[config.mk]
export PLATFORM = sky130hd
export DESIGN_NAME = nmea_rmc_field_extractor
export DESIGN_NICKNAME = d
export VERILOG_FILES = /design/src/rtl/core/rmc_pkg.sv /design/src/rtl/core/rmc_parse_core.sv /design/src/rtl/core/rmc_out_reg.sv /design/src/rtl/core/nmea_rmc_field_extractor.sv
export SDC_FILE = /design/constraint.sdc
export NUM_CORES = 1
export LEC_CHECK = 0
export ABC_AREA = 0
export BUFFER_PORTS_ARGS = -buffer_cell sky130_fd_sc_hd__buf_4
export CAP_MARGIN = 30
export CORE_UTILIZATION = 53
export CTS_BUF_LIST = sky130_fd_sc_hd__clkbuf_4
export CTS_CLUSTER_SIZE = 8
export DETAILED_ROUTE_END_ITERATION = 7
export GPL_TIMING_DRIVEN = 1
export PLACE_DENSITY = 0.78
export SLEW_MARGIN = 20
export SYNTH_ARGS = -nofsm -noshare
export SYNTH_HDL_FRONTEND = slang
export SYNTH_HIERARCHICAL = 1
export SYNTH_SLANG_ARGS = --single-unit
[constraint.sdc]
create_clock -name clock -period 2.59 [get_ports clock]
set_input_delay 0.518 -clock clock [delete_from_list [all_inputs] [get_ports clock]]
set_output_delay 0.518 -clock clock [all_outputs]
set_load 0.01 [all_outputs]
[src/rtl/core/rmc_pkg.sv]
// rmc_pkg: shared types and constants for the rmc sentence field extractor
// no dependencies

package rmc_pkg;

   localparam logic [7:0] CHAR_DOLLAR = 8'h24;
   localparam logic [7:0] CHAR_COMMA  = 8'h2C;
   localparam logic [2:0] ID_LEN      = 3'd6;
   localparam logic [2:0] ID_MAX      = 3'd7;
   localparam logic [3:0] COMMA_MAX   = 4'd15;

   localparam logic [3:0] COMMA_LAT    = 4'd3;
   localparam logic [3:0] COMMA_LON    = 4'd5;
   localparam logic [3:0] COMMA_SPEED  = 4'd7;
   localparam logic [3:0] COMMA_COURSE = 4'd8;

   localparam logic [1:0] FIELD_LAT    = 2'd0;
   localparam logic [1:0] FIELD_LON    = 2'd1;
   localparam logic [1:0] FIELD_SPEED  = 2'd2;
   localparam logic [1:0] FIELD_COURSE = 2'd3;

   typedef struct packed {
      logic [1:0] field_id;
      logic [3:0] char_pos;
      logic [7:0] char_value;
      logic       has_char;
      logic       done_res;
   } result_type;

   // expected identifier "$GNRMC", one character per index
   function automatic logic [7:0] wanted_id(input logic [2:0] idx);
      logic [7:0] ch;
      unique case (idx)
         3'd0:    ch = 8'h24;
         3'd1:    ch = 8'h47;
         3'd2:    ch = 8'h4E;
         3'd3:    ch = 8'h52;
         3'd4:    ch = 8'h4D;
         3'd5:    ch = 8'h43;
         default: ch = 8'h00;
      endcase
      return ch;
   endfunction

endpackage

[src/rtl/core/rmc_parse_core.sv]
// rmc_parse_core: sentence parser state and per-byte next-state logic
// depends on rmc_pkg

module rmc_parse_core #(
   parameter int LAT_CHARS    = 10,
   parameter int LON_CHARS    = 11,
   parameter int SPEED_CHARS  = 5,
   parameter int COURSE_CHARS = 7
) (
   input  logic                clock,
   input  logic                reset,
   input  logic                byte_accept,
   input  logic [7:0]          rx_byte,
   output logic                res_valid,
   output rmc_pkg::result_type res
);

   localparam logic [1:0] MODE_HUNT   = 2'd0;
   localparam logic [1:0] MODE_ID     = 2'd1;
   localparam logic [1:0] MODE_FIELDS = 2'd2;

   localparam logic [3:0] LAT_LIM    = 4'(LAT_CHARS);
   localparam logic [3:0] LON_LIM    = 4'(LON_CHARS);
   localparam logic [3:0] SPEED_LIM  = 4'(SPEED_CHARS);
   localparam logic [3:0] COURSE_LIM = 4'(COURSE_CHARS);

   logic [1:0] mode_ff, mode_in;
   logic [2:0] id_index_ff, id_index_in;
   logic       mismatch_ff, mismatch_in;
   logic [3:0] comma_ff, comma_in;
   logic [3:0] pos_ff, pos_in;

   logic       in_field;
   logic [1:0] field_code;
   logic [3:0] field_limit;

   always_comb begin
      in_field    = 1'b1;
      field_code  = rmc_pkg::FIELD_LAT;
      field_limit = LAT_LIM;
      unique case (comma_ff)
         rmc_pkg::COMMA_LAT: begin
            field_code  = rmc_pkg::FIELD_LAT;
            field_limit = LAT_LIM;
         end
         rmc_pkg::COMMA_LON: begin
            field_code  = rmc_pkg::FIELD_LON;
            field_limit = LON_LIM;
         end
         rmc_pkg::COMMA_SPEED: begin
            field_code  = rmc_pkg::FIELD_SPEED;
            field_limit = SPEED_LIM;
         end
         rmc_pkg::COMMA_COURSE: begin
            field_code  = rmc_pkg::FIELD_COURSE;
            field_limit = COURSE_LIM;
         end
         default: in_field = 1'b0;
      endcase
   end

   always_comb begin
      mode_in     = mode_ff;
      id_index_in = id_index_ff;
      mismatch_in = mismatch_ff;
      comma_in    = comma_ff;
      pos_in      = pos_ff;
      res_valid   = 1'b0;
      res         = '0;
      if (rx_byte == rmc_pkg::CHAR_DOLLAR) begin
         mode_in     = MODE_ID;
         id_index_in = 3'd1;
         mismatch_in = 1'b0;
         comma_in    = '0;
         pos_in      = '0;
      end else begin
         unique case (mode_ff)
            MODE_ID: begin
               if (rx_byte == rmc_pkg::CHAR_COMMA) begin
                  if (id_index_ff == rmc_pkg::ID_LEN && !mismatch_ff) begin
                     mode_in  = MODE_FIELDS;
                     comma_in = 4'd1;
                     pos_in   = '0;
                  end else begin
                     mode_in     = MODE_HUNT;
                     id_index_in = '0;
                     mismatch_in = 1'b0;
                     comma_in    = '0;
                     pos_in      = '0;
                  end
               end else begin
                  if (id_index_ff >= rmc_pkg::ID_LEN ||
                      rmc_pkg::wanted_id(id_index_ff) != rx_byte) begin
                     mismatch_in = 1'b1;
                  end
                  if (id_index_ff < rmc_pkg::ID_MAX) begin
                     id_index_in = id_index_ff + 3'd1;
                  end
               end
            end
            MODE_FIELDS: begin
               if (rx_byte == rmc_pkg::CHAR_COMMA) begin
                  if (comma_ff == rmc_pkg::COMMA_COURSE) begin
                     mode_in        = MODE_HUNT;
                     id_index_in    = '0;
                     mismatch_in    = 1'b0;
                     comma_in       = '0;
                     pos_in         = '0;
                     res_valid      = 1'b1;
                     res.field_id   = rmc_pkg::FIELD_COURSE;
                     res.char_pos   = pos_ff;
                     res.done_res   = 1'b1;
                  end else begin
                     if (comma_ff < rmc_pkg::COMMA_MAX) begin
                        comma_in = comma_ff + 4'd1;
                     end
                     pos_in = '0;
                  end
               end else if (in_field && pos_ff < field_limit) begin
                  pos_in         = pos_ff + 4'd1;
                  res_valid      = 1'b1;
                  res.field_id   = field_code;
                  res.char_pos   = pos_ff;
                  res.char_value = rx_byte;
                  res.has_char   = 1'b1;
               end
            end
            default: begin
               mode_in     = MODE_HUNT;
               id_index_in = '0;
               mismatch_in = 1'b0;
               comma_in    = '0;
               pos_in      = '0;
            end
         endcase
      end
   end

   always_ff @(posedge clock) begin
      if (reset) begin
         mode_ff     <= MODE_HUNT;
         id_index_ff <= '0;
         mismatch_ff <= 1'b0;
         comma_ff    <= '0;
         pos_ff      <= '0;
      end else if (byte_accept) begin
         mode_ff     <= mode_in;
         id_index_ff <= id_index_in;
         mismatch_ff <= mismatch_in;
         comma_ff    <= comma_in;
         pos_ff      <= pos_in;
      end
   end

endmodule

[src/rtl/core/rmc_out_reg.sv]
// rmc_out_reg: result holding register for the response channel
// depends on rmc_pkg

module rmc_out_reg (
   input  logic                clock,
   input  logic                reset,
   input  logic                load,
   input  rmc_pkg::result_type res,
   input  logic                rsp_ready,
   output logic                rsp_valid,
   output rmc_pkg::result_type rsp_data
);

   logic                valid_ff;
   rmc_pkg::result_type data_ff;

   always_ff @(posedge clock) begin
      if (reset) begin
         valid_ff <= 1'b0;
      end else if (load) begin
         valid_ff <= 1'b1;
      end else if (rsp_ready) begin
         valid_ff <= 1'b0;
      end
   end

   always_ff @(posedge clock) begin
      if (load) begin
         data_ff <= res;
      end
   end

   assign rsp_valid = valid_ff;
   assign rsp_data  = data_ff;

endmodule

[src/rtl/core/nmea_rmc_field_extractor.sv]
// nmea_rmc_field_extractor: top level, parser core and result register
// depends on rmc_pkg, rmc_parse_core, rmc_out_reg
//
//   channel  direction  handshake            payload
//   req      in         req_valid/req_ready  req_rx_byte
//   rsp      out        rsp_valid/rsp_ready  rsp_field_id, rsp_char_pos, rsp_char_value,
//                                            rsp_has_char, rsp_done_res
//
// one byte per cycle while req_ready is high; a result is formed combinationally from
// its byte and the parser state and appears in the cycle after it, from the result register
// reset clears the parser to hunting and empties the result register
// req_ready drops only while a result is held and rsp_ready is low

module nmea_rmc_field_extractor #(
   parameter int LAT_CHARS    = 10,
   parameter int LON_CHARS    = 11,
   parameter int SPEED_CHARS  = 5,
   parameter int COURSE_CHARS = 7
) (
   input  logic       clock,
   input  logic       reset,
   input  logic       req_valid,
   output logic       req_ready,
   input  logic [7:0] req_rx_byte,
   output logic       rsp_valid,
   input  logic       rsp_ready,
   output logic [1:0] rsp_field_id,
   output logic [3:0] rsp_char_pos,
   output logic [7:0] rsp_char_value,
   output logic       rsp_has_char,
   output logic       rsp_done_res
);

   logic                byte_accept;
   logic                res_valid;
   rmc_pkg::result_type res;
   rmc_pkg::result_type rsp_data;

   assign req_ready   = !rsp_valid || rsp_ready;
   assign byte_accept = req_valid && req_ready;

   rmc_parse_core #(
      .LAT_CHARS   (LAT_CHARS),
      .LON_CHARS   (LON_CHARS),
      .SPEED_CHARS (SPEED_CHARS),
      .COURSE_CHARS(COURSE_CHARS)
   ) u_parse (
      .clock      (clock),
      .reset      (reset),
      .byte_accept(byte_accept),
      .rx_byte    (req_rx_byte),
      .res_valid  (res_valid),
      .res        (res)
   );

   rmc_out_reg u_out (
      .clock    (clock),
      .reset    (reset),
      .load     (byte_accept && res_valid),
      .res      (res),
      .rsp_ready(rsp_ready),
      .rsp_valid(rsp_valid),
      .rsp_data (rsp_data)
   );

   assign rsp_field_id   = rsp_data.field_id;
   assign rsp_char_pos   = rsp_data.char_pos;
   assign rsp_char_value = rsp_data.char_value;
   assign rsp_has_char   = rsp_data.has_char;
   assign rsp_done_res   = rsp_data.done_res;

endmodule
Word level (Yosys, flattened, before mapping)

Index checks and enable logic that the tools add are counted.
W data, S select, Z words.

Register bits after elaboration: 31
RAM bits: 0
Memories: 0
Latch bits: 0
Bits in read-only memories: 0
Output and inout port bits: 18
Word-level logic and storage cells: 113

Eq/ne operators: 23
Multiplexer cells: 49
Reductions and logical operators: 20
$lt $le $gt $ge: 4
Shift operators: 0
Bitwise logic cells: 3
Add/sub/neg operators: 3
Multiply operators: 0
Divide/modulo/power cells: 0

Operators with widths:

| cell                  | count |
|---|---|
| $pmux W7 S6           | 1 |
| $mux W4               | 9 |
| $mux W8               | 3 |
| $mux W3               | 6 |
| $eq A8 B6 Y1 const B  | 2 |
| $ne A4 B1 Y1 const B  | 4 |
| $pmux W4 S2           | 2 |
| $mux W1               | 15 |
| $mux W15              | 1 |
| $mux W6               | 2 |
| $pmux W4 S3           | 1 |
| $mux W2               | 5 |
| $reduce_and A5 Y1     | 2 |
| $eq A3 B3 Y1 const B  | 3 |
| $ne A3 B1 Y1 const B  | 3 |
| $add A4 B1 Y4 const B | 2 |
| $eq A4 B3 Y1 const B  | 2 |
| $ne A8 B8 Y1          | 1 |
| $reduce_and A4 Y1     | 2 |
| $reduce_or A4 Y1      | 2 |
| $eq A3 B2 Y1 const B  | 2 |
| $pmux W2 S3           | 1 |
| $pmux W3 S2           | 1 |
| $reduce_or A3 Y1      | 2 |
| other kinds (21)      | 28 |

Logic depth before layout (Yosys ltp)

Depth after elaboration: 11
Mapped depth: 13
Mapped depth without buffers: 13

Hierarchy

Netlist, hierarchy kept.

Modules (own cells, without submodules):

| module                   | cells an instance | area each (µm²) | instances | seq. area each (µm²) |
|---|---|---|---|---|
| rmc_parse_core           | 174               | 1372.6          | 1         | 280.3 |
| rmc_out_reg              | 20                | 519.2           | 1         | 500.5 |
| nmea_rmc_field_extractor | 3                 | 26.3            | 1         | 0.0 |

Worst setup path before layout

Ideal clock, no wire load.

Path kind: reg-to-reg
Start point: register u_parse.comma_ff[0]
End point: register u_out.data_ff (netlist bit u_out/rsp_data[0]), enable pin
Cell stages (with the launch flop): 12
Clock period less this slack: 2775 ps
Path buffers: 0
Data required time: 2215 ps
Arrival: 2401 ps
Setup slack: -185 ps
Path through: dfxtp_1 -> inv_1 -> ha_1 -> nand3b_4 -> and2_1 -> a21oi_1 -> ha_1 -> a21oi_1 -> nand2_2 -> nor3_1 -> o21a_1 -> and3_1

Cells in the longest elaborated chain, start to end: 9

Ends and longest elaborated chain:

| element                                         | RTL line                                    | text |
|---|---|---|
| start, declared                                 | rmc_parse_core.sv:30                        | `logic [3:0] comma_ff, comma_in;` |
| start signal, assigned                          | rmc_parse_core.sv:150                       | `comma_ff <= comma_in;` |
| $eq A4 B4 Y1, or another cell as far along      | rmc_parse_core.sv:41, rmc_parse_core.sv:103 |  |
| $pmux W4 S3 or $reduce_or A4 Y1 (tied branches) | n/a                                         |  |
| $lt A4 B4 Y1 or $mux W1 (tied branches)         | rmc_parse_core.sv:119, rmc_parse_core.sv:41 |  |
| $logic_and A1 B1 Y1                             | rmc_parse_core.sv:119                       | `end else if (in_field && pos_ff < field_limit) begin` |
| $mux W1                                         | rmc_parse_core.sv:119                       |  |
| $mux W1 (*)                                     | rmc_parse_core.sv:102                       | `if (rx_byte == rmc_pkg::CHAR_COMMA) begin` |
| $mux W1 (*)                                     | rmc_parse_core.sv:77                        | `unique case (mode_ff)` |
| $mux W1 (*)                                     | rmc_parse_core.sv:70                        | `if (rx_byte == rmc_pkg::CHAR_DOLLAR) begin` |
| named net res_valid                             | nmea_rmc_field_extractor.sv:35              | `logic res_valid;` |
| $logic_and A1 B1 Y1 (*)                         | nmea_rmc_field_extractor.sv:59              | `.load (byte_accept && res_valid),` |
| end signal, assigned                            | rmc_out_reg.sv:29                           | `data_ff <= res;` |
| end, declared                                   | rmc_out_reg.sv:15                           | `rmc_pkg::result_type data_ff;` |

The timed path passes the listed nets; every way through them passes the cells marked *.
A chain may end at the register's enable or synchronous reset.

Final worst setup path

Start point: register u_parse.comma_ff[1]
End point: register u_out.data_ff (netlist bit u_out/rsp_data[10]), enable pin

The elaborated chain is that of the path after synthesis.

==> results.md <==
* Status: complete, but fails checks
* Failing checks: negative setup slack
* Dpl cells at 276
* Mapped cell area at 0.001918 mm²
* Most common library cells after synthesis: 16 x edfxtp_1, 16 x inv_1, 15 x dfxtp_1, 15 x nor2_1, 14 x ha_1
* Hold WS at 472.7 ps
* Grt ovf at 0
* Bufs on Longest Clock Path at 2
* Largest family of logic cells by synthesized area: simple AND/OR/NAND/NOR gates
* FF+latch count, synth at 31
* Initial antenna violation count at 0
* # diodes at 0
* Final Hold Fails at 0
* CP peak stage delay at 360 ps
* Final setup TNS at -53.59 ps
* Slew HR at 61.57%
* CP cell instances: inv_1 -> ha_2 -> nand3b_4 -> and2_1 -> a21oi_2 -> ha_1 -> a21oi_2 -> nand2_2 -> nor3_2 -> o21a_1 -> and3_4
* Synth Area in Simple Gates at 24.20%
* CP top delay family: simple AND/OR/NAND/NOR gates
* Startpoint types: flop
* Post-synthesis adder-cell area fraction at 9.132%
* Mapped Nets at 223
* Hold crit path type: in2reg
* Post-Synth XOR/XNOR Area at 1.370%
* H-tree depth at 2
* Critical path class: reg2reg
* GPL Wtd Cong at 0.8522
* Ys async rst share at 0%
* Die width at 62.16 µm
* Yosys top cell area share at 25.05%
* Buf+Inv Stages, Crit Path at 1
* Largest net degree at the start of global routing at 16
* Via density per instance at 5.944
* Netlist cell types at 53
* Rows at 21
* Complex-gate fraction of the synthesized area at 19.70%
* Final setup vio count at 6
* Power Dens Cells at 430.0 mW/mm²
* Starting DRT DRC Count at 106
* Sequential-to-total area share from yosys stat at 40.70%
* Static Leak at 0.8814 nW
* TritonCTS Buffers at 5
* Hold buffer count at cts at 0
* DP HPWL at 3.166 mm
* Final worst slack at -9.093 ps
* Max cap viols at 0
* Worst Tran Pin Value at 561.9 ps
* IO Pins at 30
* Seq. cell area at 788.3 µm²
* Clk root buf: clkbuf_4
* First-pass DRT Iterations at 4
* Gr usage total at 23.33%
* Crit-path most repeated cell: a21oi_2
* Core area at 0.003390 mm²
* Final Slew Violations at 0
* Worst vdd ir at 0.0003385 V
* DR vias at 1712
* Worst Path Max Fanout at 8
* DRC viols at 0
* First-pass GRT wire length at 7.162 mm
* Mux contribution to synthesized area at 1.044%
* Clk pin slew, worst setup/hold paths at 100 ps
* Layout Cells excl Fill at 288
* Post-synth EDFFs at 16
* Layout cells sized above 1 at 29.75%
* Final Skew at 12.17 ps
* Full die area at 0.003864 mm²
* F_max at 384.8 MHz
* Top FF cell, synth: edfxtp_1
* Filler cells at 267
* Final Net Count at 267
* Initial core utilization at 56.59%
* Area contributors post-synth: edfxtp_1 25%, dfxtp_1 16%, ha_1 9.1%
* Syn_area_per_cell at 9.736 µm²
* DRT antenna net count at 0
* # port buffers at 29
* Synth Warn # at 6
* Area leader, netlist: edfxtp_1
* Clock sink count at 31
* Area grow syn2layout at 23.74%
* Multi-input logic area at 0.001106 mm²
* Crit path DAT at 2640 ps
* Period utilization at 100.4%
* CTS tree: built
* Final min period at 2599 ps
* Worst-Skew Late Latency at 330 ps
* Worst setup EP type: flop
* Vias in the first global route at 1640
* CP max stage cell: dfxtp_4
* WL/cell at 15.13 µm
* Gate Count Post-Synth at 197
* Chip height at 62.16 µm
* Required time of the critical path at 2630 ps
* Total wire length at 4.356 mm
* Power, Total at 1.021 mW
==> cell type report <==
class                           count  share of cell area, %
Tap cell                           46                  2.425
Sequential cell                    31                  33.21
Clock inverter                      3                  1.634
Inverter                           16                  2.530
Clock buffer                        5                  1.581
Timing Repair Buffer               38                  12.02
Multi-Input combinational cell    149                  46.60
==> cells in the final DEF, fill, tap and decap left out, drive strengths merged, types with 3 or more instances in the layout <==
cell,netlist,routed
a32oi,3,3
a31oi,3,3
nand3,4,4
a21oi,14,14
ha,14,14
a211oi,4,4
inv,16,16
and3,1,3
a2111oi,3,3
nor4,3,3
o21ai,7,7
nor2b,4,4
xnor2,3,3
and2,15,15
nor3,8,8
dfxtp,15,15
edfxtp,16,16
clkbuf,1,5
buf,2,38
nor2,15,15
nand2,13,13
nand2b,3,3
==> kinds of logic (layout without fill, tap and decap cells) <==
group	Yosys count	count (layout)
adders and majority gates	14	14
DFF	31	31
xor gates and xnor gates	3	3
AOI/OAI and AO/OA	52	52
muxes	2	2
and+or+nand+nor	76	78
buffers and inverters	19	62
==> worst paths after layout <==
path,start,to,slack (ps),depth (start not counted)
max reg2reg,u_parse/comma_ff[1],u_out/rsp_data[10],-9,11
max,u_parse/comma_ff[1],u_out/rsp_data[10],-9,11
min reg2reg,u_parse/comma_ff[0],u_parse/comma_ff[0],500,2
min,reset,u_parse/comma_ff[2],470,2
==> state kept, by name (all words and copies together) (netlist names) <==
register,cells
u_out/rsp_data,16
u_out/rsp_valid,1
u_parse/comma_ff,4
u_parse/id_index_ff,3
u_parse/mismatch_ff,1
u_parse/mode_ff,2
u_parse/pos_ff,4
==> through the flow <==
stage | worst slack (ps) | util (%) | area (µm²)
after CTS | 4.865 | 69.07 | 2341
after global routing | -75.40 | 70.03 | 2374
after global placement | 139.4 | 66.00 | 2237
after detailed placement | -16.91 | 66.00 | 2237
final | -9.093 | 70.03 | 2374
after floorplan | 78.40 | - | 1923
==> repair_timing <==
item,4_1_cts,5_1_grt
cloned,2,0
endpoints found under the setup margin,16,25
setup buffers,0,2
pin swaps,2,4
gates resized for setup,3,8
==> worst register-to-register path: cells and delay by family (launching register included) <==
family / cells / cell delay, ps
buffers and inverters: 1 / 90
flip-flops: 1 / 360
adder cells (fa/ha/maj): 2 / 470
AO/OA/AOI/OAI: 3 / 530
AND/OR/NAND/NOR: 5 / 860
==> where the power goes <==
group / switching, mW / internal (mW)
Sequential: 0.00755 / 0.519
Combinational: 0.0771 / 0.0567
Clock: 0.162 / 0.198
==> metal layers <==
metal | up-vias | track usage [%] | routed length (µm)
met5 | - | 0 | 0
met1 | 790 | 26.93 | 1789
li1 | 822 | - | -
met3 | 13 | 6.434 | 271
met4 | 0 | 9.302 | 108
met2 | 87 | 40.66 | 2187
(Power assumes the default switching activity.)
